File: src/rtl/core/ilw_pkg.sv
// ----------------------------------------------------------------------------
// ilw_pkg
// Shared constants, register indexes and line codes for the ichimoku line
// window unit.
// ----------------------------------------------------------------------------
package ilw_pkg;

    localparam int WINDOW_DEF     = 64;
    localparam int PRICE_BITS_DEF = 32;
    localparam int TIME_BITS      = 64;
    localparam int PERIOD_BITS    = 7;
    localparam int KIND_BITS      = 2;
    localparam int CFG_IDX_BITS   = 4;
    localparam int CFG_DATA_BITS  = 7;

    localparam logic [PERIOD_BITS-1:0] SHORT_RESET = PERIOD_BITS'(9);
    localparam logic [PERIOD_BITS-1:0] MID_RESET   = PERIOD_BITS'(26);
    localparam logic [PERIOD_BITS-1:0] LONG_RESET  = PERIOD_BITS'(52);

    // configuration register indexes
    localparam logic [CFG_IDX_BITS-1:0] REG_LINE_KIND    = CFG_IDX_BITS'(0);
    localparam logic [CFG_IDX_BITS-1:0] REG_SHORT_PERIOD = CFG_IDX_BITS'(1);
    localparam logic [CFG_IDX_BITS-1:0] REG_MID_PERIOD   = CFG_IDX_BITS'(2);
    localparam logic [CFG_IDX_BITS-1:0] REG_LONG_PERIOD  = CFG_IDX_BITS'(3);

    // line selection codes
    localparam logic [KIND_BITS-1:0] LINE_TENKAN   = 2'd0;
    localparam logic [KIND_BITS-1:0] LINE_KIJUN    = 2'd1;
    localparam logic [KIND_BITS-1:0] LINE_SENKOU_A = 2'd2;
    localparam logic [KIND_BITS-1:0] LINE_SENKOU_B = 2'd3;

endpackage

File: src/rtl/core/ilw_cell.sv
// ----------------------------------------------------------------------------
// ilw_cell
// One slot of the time-ordered window. Compares its timestamp with the new
// bar, keeps, shifts from a neighbor or takes the new bar, and presents its
// prices masked to the two active line periods.
// ----------------------------------------------------------------------------
module ilw_cell
    import ilw_pkg::*;
#(
    parameter int IDX        = 0,
    parameter int WINDOW     = WINDOW_DEF,
    parameter int PRICE_BITS = PRICE_BITS_DEF
)
(
    input  logic                               clk,
    input  logic                               load,
    input  logic                               full,
    input  logic [$clog2(WINDOW+1)-1:0]        fill_eff,
    input  logic signed [TIME_BITS-1:0]        key_time,
    input  logic signed [PRICE_BITS-1:0]       key_high,
    input  logic signed [PRICE_BITS-1:0]       key_low,
    input  logic                               le_left,
    input  logic signed [TIME_BITS-1:0]        left_time,
    input  logic signed [PRICE_BITS-1:0]       left_high,
    input  logic signed [PRICE_BITS-1:0]       left_low,
    input  logic                               le_right,
    input  logic signed [TIME_BITS-1:0]        right_time,
    input  logic signed [PRICE_BITS-1:0]       right_high,
    input  logic signed [PRICE_BITS-1:0]       right_low,
    input  logic [$clog2(WINDOW+1)-1:0]        fill_now,
    input  logic [PERIOD_BITS-1:0]             period_a,
    input  logic [PERIOD_BITS-1:0]             period_b,
    output logic                               le_self,
    output logic signed [TIME_BITS-1:0]        slot_time,
    output logic signed [PRICE_BITS-1:0]       slot_high,
    output logic signed [PRICE_BITS-1:0]       slot_low,
    output logic signed [PRICE_BITS-1:0]       a_high,
    output logic signed [PRICE_BITS-1:0]       a_low,
    output logic signed [PRICE_BITS-1:0]       b_high,
    output logic signed [PRICE_BITS-1:0]       b_low
);

    localparam int CNT_W = $clog2(WINDOW + 1);
    localparam int SW    = ((CNT_W > PERIOD_BITS) ? CNT_W : PERIOD_BITS) + 1;
    localparam logic signed [PRICE_BITS-1:0] HI_IDENT = {1'b1, {(PRICE_BITS-1){1'b0}}};
    localparam logic signed [PRICE_BITS-1:0] LO_IDENT = {1'b0, {(PRICE_BITS-1){1'b1}}};

    logic signed [TIME_BITS-1:0]  time_reg;
    logic signed [PRICE_BITS-1:0] high_reg;
    logic signed [PRICE_BITS-1:0] low_reg;
    logic                         occupied;
    logic                         held;
    logic                         in_a;
    logic                         in_b;

    assign occupied = CNT_W'(IDX) < fill_eff;
    assign le_self  = occupied && (time_reg <= key_time);

    // equal timestamps sort after held bars, so a tie keeps its place
    always_ff @(posedge clk)
    begin
        if (load)
        begin
            if (full)
            begin
                priority if (le_right)
                begin
                    time_reg <= right_time;
                    high_reg <= right_high;
                    low_reg  <= right_low;
                end
                else if (le_self)
                begin
                    time_reg <= key_time;
                    high_reg <= key_high;
                    low_reg  <= key_low;
                end
                else
                begin
                    time_reg <= time_reg;
                end
            end
            else
            begin
                priority if (le_self)
                begin
                    time_reg <= time_reg;
                end
                else if (!le_left)
                begin
                    time_reg <= left_time;
                    high_reg <= left_high;
                    low_reg  <= left_low;
                end
                else
                begin
                    time_reg <= key_time;
                    high_reg <= key_high;
                    low_reg  <= key_low;
                end
            end
        end
    end

    assign slot_time = time_reg;
    assign slot_high = high_reg;
    assign slot_low  = low_reg;

    // slot is among the newest n held bars
    assign held = CNT_W'(IDX) < fill_now;
    assign in_a = held && ((SW'(IDX) + SW'(period_a)) >= SW'(fill_now));
    assign in_b = held && ((SW'(IDX) + SW'(period_b)) >= SW'(fill_now));

    assign a_high = in_a ? high_reg : HI_IDENT;
    assign a_low  = in_a ? low_reg  : LO_IDENT;
    assign b_high = in_b ? high_reg : HI_IDENT;
    assign b_low  = in_b ? low_reg  : LO_IDENT;

endmodule

File: config.mk
export PLATFORM = sky130hd
export DESIGN_NAME = ilw_cell
export DESIGN_NICKNAME = d
export VERILOG_FILES = /design/src/rtl/core/ilw_pkg.sv /design/src/rtl/core/ilw_cell.sv
export SDC_FILE = /design/constraint.sdc
export NUM_CORES = 1
export LEC_CHECK = 0
export BUFFER_PORTS_ARGS = -buffer_cell sky130_fd_sc_hd__buf_2
export CAP_MARGIN = 10
export CORE_AREA = 4 4 259 261
export DETAILED_ROUTE_END_ITERATION = 6
export DIE_AREA = 0 0 263 265
export SLEW_MARGIN = 20
export SYNTH_ARGS = -nofsm -noshare
export SYNTH_HDL_FRONTEND = slang
export SYNTH_SLANG_ARGS = --single-unit
File: constraint.sdc
create_clock -name clk -period 14.13 [get_ports clk]
set_input_delay 0.7065 -clock clk [delete_from_list [all_inputs] [get_ports clk]]
set_output_delay 0.7065 -clock clk [all_outputs]
set_load 0.05 [all_outputs]
# ---- After elaboration in Yosys (flattened, before gate mapping)
# Cells that the tools add are included.
# Widths: inputs -> output; s select.
dict set report totals {
  output_inout_bits 257
  reg_bits 128
  in_bits 417
  elab_cells 33
}
dict set report op_classes {
  n_eq_ne 2
  order_cmp 5
  mux 19
  n_reduce_logical 4
}
# op n
set ops {}
lappend ops {{$mux 32} 14}
lappend ops {{$mux 64} 5}
lappend ops {{$le 64x64->1} 1}
lappend ops {{$ge 7x7->1} 2}
lappend ops {{$lt 1x7->1 const A} 2}
lappend ops {{$logic_and 1x1->1} 3}
lappend ops {{$ne 3x1->1 const B} 1}
lappend ops {{$reduce_and 3->1} 1}
lappend ops {{$ne 2x2->1 const B} 1}

# ---- Longest topological paths before layout
dict set report logic_depth {
  ltp_word 5
  depth_mapped 11
}

# ---- Worst setup path after synthesis
# OpenSTA, ideal clock, no wires.
dict set report synth_timing {
  path_kind {in2reg}
  from {input key_time[46]}
  to {register high_reg[0], in the netlist slot_high[0] (enable)}
  path_slack_ns 1.212
  path_buffers 0
  t_arrival_ns 12.114
  stages 10
  path_cell_list {inv_1 -> ha_1 -> a21oi_2 -> nand2_1 -> a221o_1 -> or3_1 -> a21oi_2 -> mux2i_1 -> a211o_1 -> a211oi_1}
}
dict set report synth_between {
  elab_chain_cells 4
  elab_cells_between_ends 5
}
# element line
set synth_rtl {}
lappend synth_rtl {{start: declaration} ilw_cell.sv:19} ;# input logic signed [TIME_BITS-1:0] key_time,
lappend synth_rtl {{$le 64x64->1 (*)} ilw_cell.sv:57} ;# assign le_self = occupied && (time_reg <= key_time);
lappend synth_rtl {{$logic_and 1x1->1 (*)} ilw_cell.sv:57}
lappend synth_rtl {{net le_self} ilw_cell.sv:33} ;# output logic le_self,
lappend synth_rtl {{$ne 3x1->1 (no source line) / $ne 2x2->1 (equally long branches)} --}
lappend synth_rtl {{$reduce_and 3->1 (no source line) (*)} --}
lappend synth_rtl {{end signal: assignment} ilw_cell.sv:69} ;# high_reg <= right_high;
lappend synth_rtl {{end signal: assignment} ilw_cell.sv:75} ;# high_reg <= key_high;
lappend synth_rtl {{end signal: assignment} ilw_cell.sv:92} ;# high_reg <= left_high;
lappend synth_rtl {{end: declaration} ilw_cell.sv:49} ;# logic signed [PRICE_BITS-1:0] high_reg;
# Mark *: on every way through the listed nets, which the timed path passes. The rest lies on a longest branch.
# A chain may end at the register's enable or synchronous reset.

# ---- Worst setup path in the final report
dict set report layout_timing {
  from {register time_reg[63], in the netlist slot_time[63]}
  to {register high_reg[10], in the netlist slot_high[10] (enable)}
}
dict set report layout_between {
  elab_chain_cells 4
  elab_cells_between_ends 5
}
# element line
set layout_rtl {}
lappend layout_rtl {{start: declaration} ilw_cell.sv:48} ;# logic signed [TIME_BITS-1:0] time_reg;
lappend layout_rtl {{start signal: assignment} ilw_cell.sv:68} ;# time_reg <= right_time;
lappend layout_rtl {{start signal: assignment} ilw_cell.sv:74} ;# time_reg <= key_time;
lappend layout_rtl {{start signal: assignment} ilw_cell.sv:80} ;# time_reg <= time_reg;
lappend layout_rtl {{$le 64x64->1 (*)} ilw_cell.sv:57}
lappend layout_rtl {{$logic_and 1x1->1 (*)} ilw_cell.sv:57}
lappend layout_rtl {{$ne 3x1->1 (no source line) / $ne 2x2->1 (equally long branches)} --}
lappend layout_rtl {{$reduce_and 3->1 (no source line) (*)} --}
# Every way passes the cells marked *; elsewhere a longest branch is shown, timed or not.

==> impl_results.md <==
* Iteration-0 DRC count of the detailed router at 651
* Crit end category: flop
* Clock sink count at 128
* Finished Cell Area at 15200 sq um
* Final hold viol count at 0
* IO Count at 674
* Overflow after GRT at 0
* Post-Route Utilization at 23.6%
* Drt first pass iters at 6
* Initial core utilization at 16.0%
* Data arrival, critical path at 4590 ps
* Placer congestion estimate at 0.922
* Area after DPL at 14600 sq um
* WL met3 at 4080 microns
* Detailed placement HPWL at 39400 microns
* Outcome: finished, final reports clean
* Slew Limit Fails at 0
* Max FO, Critical Path at 59
* Die width at 263 microns
* CTS Buf Count at 17
* Hold-fix buffers at CTS at 0
* CTS Buffer Depth at 2
* Peak supply drop at 0.0000875 V
* Leak at 0.00732 uW
* Placed cell count at 2623
* Pwr/cell area at 110 nW/um^2
* Syn Std Cell Area at 10300 sq um
* Crit-path leading delay family: simple AND/OR/NAND/NOR gates
* CP cell instances: ha_1 -> and4_1 -> nand3_1 -> nor3_1 -> nand2_1 -> nor4_1 -> a2111oi_0 -> a211oi_4 -> buf_4 -> buf_4
* Antenna violations before repair at 16
* Final setup viols at 0
* FF/Latch Area at 3840 sq um
* Area leader, netlist: edfxtp_1
* Clk Latency, worst-skew pair at 470 ps
* Most used flip-flop cell after synthesis: edfxtp_1
* Footprint of the multi-input gates at 5820 sq um
* # DRC at 0
* Yosys Warn Count at 0
* Hold path cells at 3
* Port Buf Inserts at 673
* RR Startpoint: slot_time[63]
* Layout cells sized above 1 at 40.4%
* Hold EP: slot_time[30]
* Largest net degree at the start of global routing at 86
* Place WS at 9040 ps
* Critical path's slowest cell: buf_4
* All-Layer GR Usage at 13.0%
* Layout Cells excl Fill at 2662
* Worst EP required at 14220 ps
* Core area at 64500 sq um
* CTS tree: built
* Post-CTS Setup Bufs at 0
* Top Metal Used: met5
* Via count at 11244
* Sequential fraction of the synthesis area at 37.2%
* Crit path buffers/inverters at 2
* Max incr delay on CP at 640 ps
* First-pass GRT wire length at 68700 microns
* Syn avg cell area at 8.86 sq um
* DR vias/cell at 4.22
* Cell Rows at 93
* R2R Setup Slk at 9630 ps
* Wire per inst at 18.0 microns
* M1 wire length at 18600 microns
* Area growth syn-to-layout at 47.4%
* Reg clk slew, reported paths at 70 ps
* H-tree levels at 4
* Synth top area share at 37.2%
* HP Class: in2reg
* Final WS setup at 9630 ps
* Most instantiated cells after synthesis: a21oi_1, edfxtp_1, nand2_1, a211oi_1
* Yosys reg bits at 128
* Worst slew pin tran at 1090 ps
* Max_slew headroom at 27.3%
* PostCTS Resize Cnt at 0
* Setup TNS at 0 ps
* Worst-case reg-to-reg path depth at 10
* Antenna Nets Post-Route at 0
* Max_cap viols at 0
* Top cells by area, synth: edfxtp_1, mux2i_1, ha_1, a211oi_1, nor2b_1
* Fin nets at 2282
* Setup Skew at 17.1 ps
* CTS root buffer: clkbuf_16
* Post-synth EDFFs at 128
* Max Fclk at 222 MHz
* Die H at 265 microns
* Setup CP Type: reg2reg
* Synth unique cells at 36
* Startpoint types: flop
* Most frequent cell after synthesis: a21oi_1
* Final min period at 4500 ps
* Met2 Wirelength at 23500 microns
* Layout fillers at 7166
* Synth async-reset ratio at 0%
* Die ar. at 69700 sq um
* Fin crit share at 31.8%
* Crit path top cell by count: buf_4
* Post-Route WL at 47900 microns
* Number of global-route vias before repair at 10980
* Syn_nets at 1661
* Hold_sp: left_time[30]
* R2R Path End: slot_high[10]
* RSZ-0062 raised after global routing: false
* Cell count after synthesis at 1166
[tightest hold or removal path: cells and delay by family]
| family | cells | cell delay [ps] |
|---|---|---|
| buffers and inverters | 2 | 120 |
| AOI/OAI and AO/OA | 1 | 50 |
[report_power, final]
| part | total [uW] | switching, uW | internal, uW |
|---|---|---|---|
| clock network | 487 | 193 | 294 |
| logic | 679 | 495 | 184 |
| registers | 507 | 29.0 | 478 |
[layout by cell type, fill, tap and decap left out, types with 2 or more instances in the layout]
master	synthesis	layout
ha_1	78	78
nor3_1	5	5
a221oi_1	3	3
buf_4	0	14
buf_2	1	670
a21oi_2	2	4
bufinv_16	0	4
o21ai_0	10	9
nor2b_1	109	109
clkinv_2	0	2
edfxtp_1	128	128
a211oi_1	110	109
nand3_1	11	11
mux2i_1	109	109
clkinv_4	0	2
buf_6	0	3
nand2_1	111	110
a21o_1	18	17
a222oi_1	20	20
diode_2	0	7
a21oi_1	136	134
nand4_1	9	9
nor4_1	4	4
and2_1	2	2
clkbuf_16	0	17
nor2_1	101	101
clkinvlp_4	0	4
inv_1	99	99
nand2b_1	3	3
[flip-flops by register name (all words and copies together) (netlist names)]
| signal | cells |
|---|---|
| slot_high | 32 |
| slot_time | 64 |
| slot_low | 32 |
[area by class of cell]
type | instances | share of cell area, %
tap | 855 | 7.02
multi-input combinational | 854 | 38.2
timing repair buffer | 687 | 22.9
clock inverter | 14 | 1.25
sequential | 128 | 25.2
inverter | 99 | 2.44
antenna | 7 | 0.115
clock buffer | 18 | 2.82
[layer usage]
layer | vias up | global-route usage [%]
met2 | 563 | 22.2
li1 | 5477 | -
met1 | 5119 | 14.7
met5 | - | 0
met4 | 6 | 5.63
met3 | 79 | 4.61
[stage by stage]
| step | total power, uW | hold WS, ps |
|---|---|---|
| 2_1_floorplan | 987 | 901 |
| 3_3_place_gp | 1200 | 995 |
| 3_5_place_dp | 1200 | 998 |
| 4_1_cts | 1700 | 466 |
| 5_1_grt | 1770 | 477 |
| 6_report | 1670 | 523 |
[worst max path at each step]
| stage | startpoint | endpoint | slack, ps | cells past startpoint |
|---|---|---|---|---|
| 2_1_floorplan | key_time[46] | slot_high[0] | 1210 | 10 |
| 3_3_place_gp | key_time[63] | slot_high[0] | 9060 | 12 |
| 3_5_place_dp | key_time[63] | slot_high[0] | 9040 | 12 |
| 4_1_cts | slot_time[63] | slot_high[11] | 9500 | 10 |
| 5_1_grt | slot_time[63] | slot_high[10] | 9280 | 10 |
| 6_report | slot_time[63] | slot_high[10] | 9630 | 10 |
[cells by family after synthesis]
logic type | share of synthesized area (%)
adders and majority gates | 9.45
DFF | 37.2
and+or+nand+nor | 16.7
muxes | 10.6
AOI/OAI and AO/OA | 19.4
buffers and inverters | 6.70
Power figures use the tool's default switching activity.
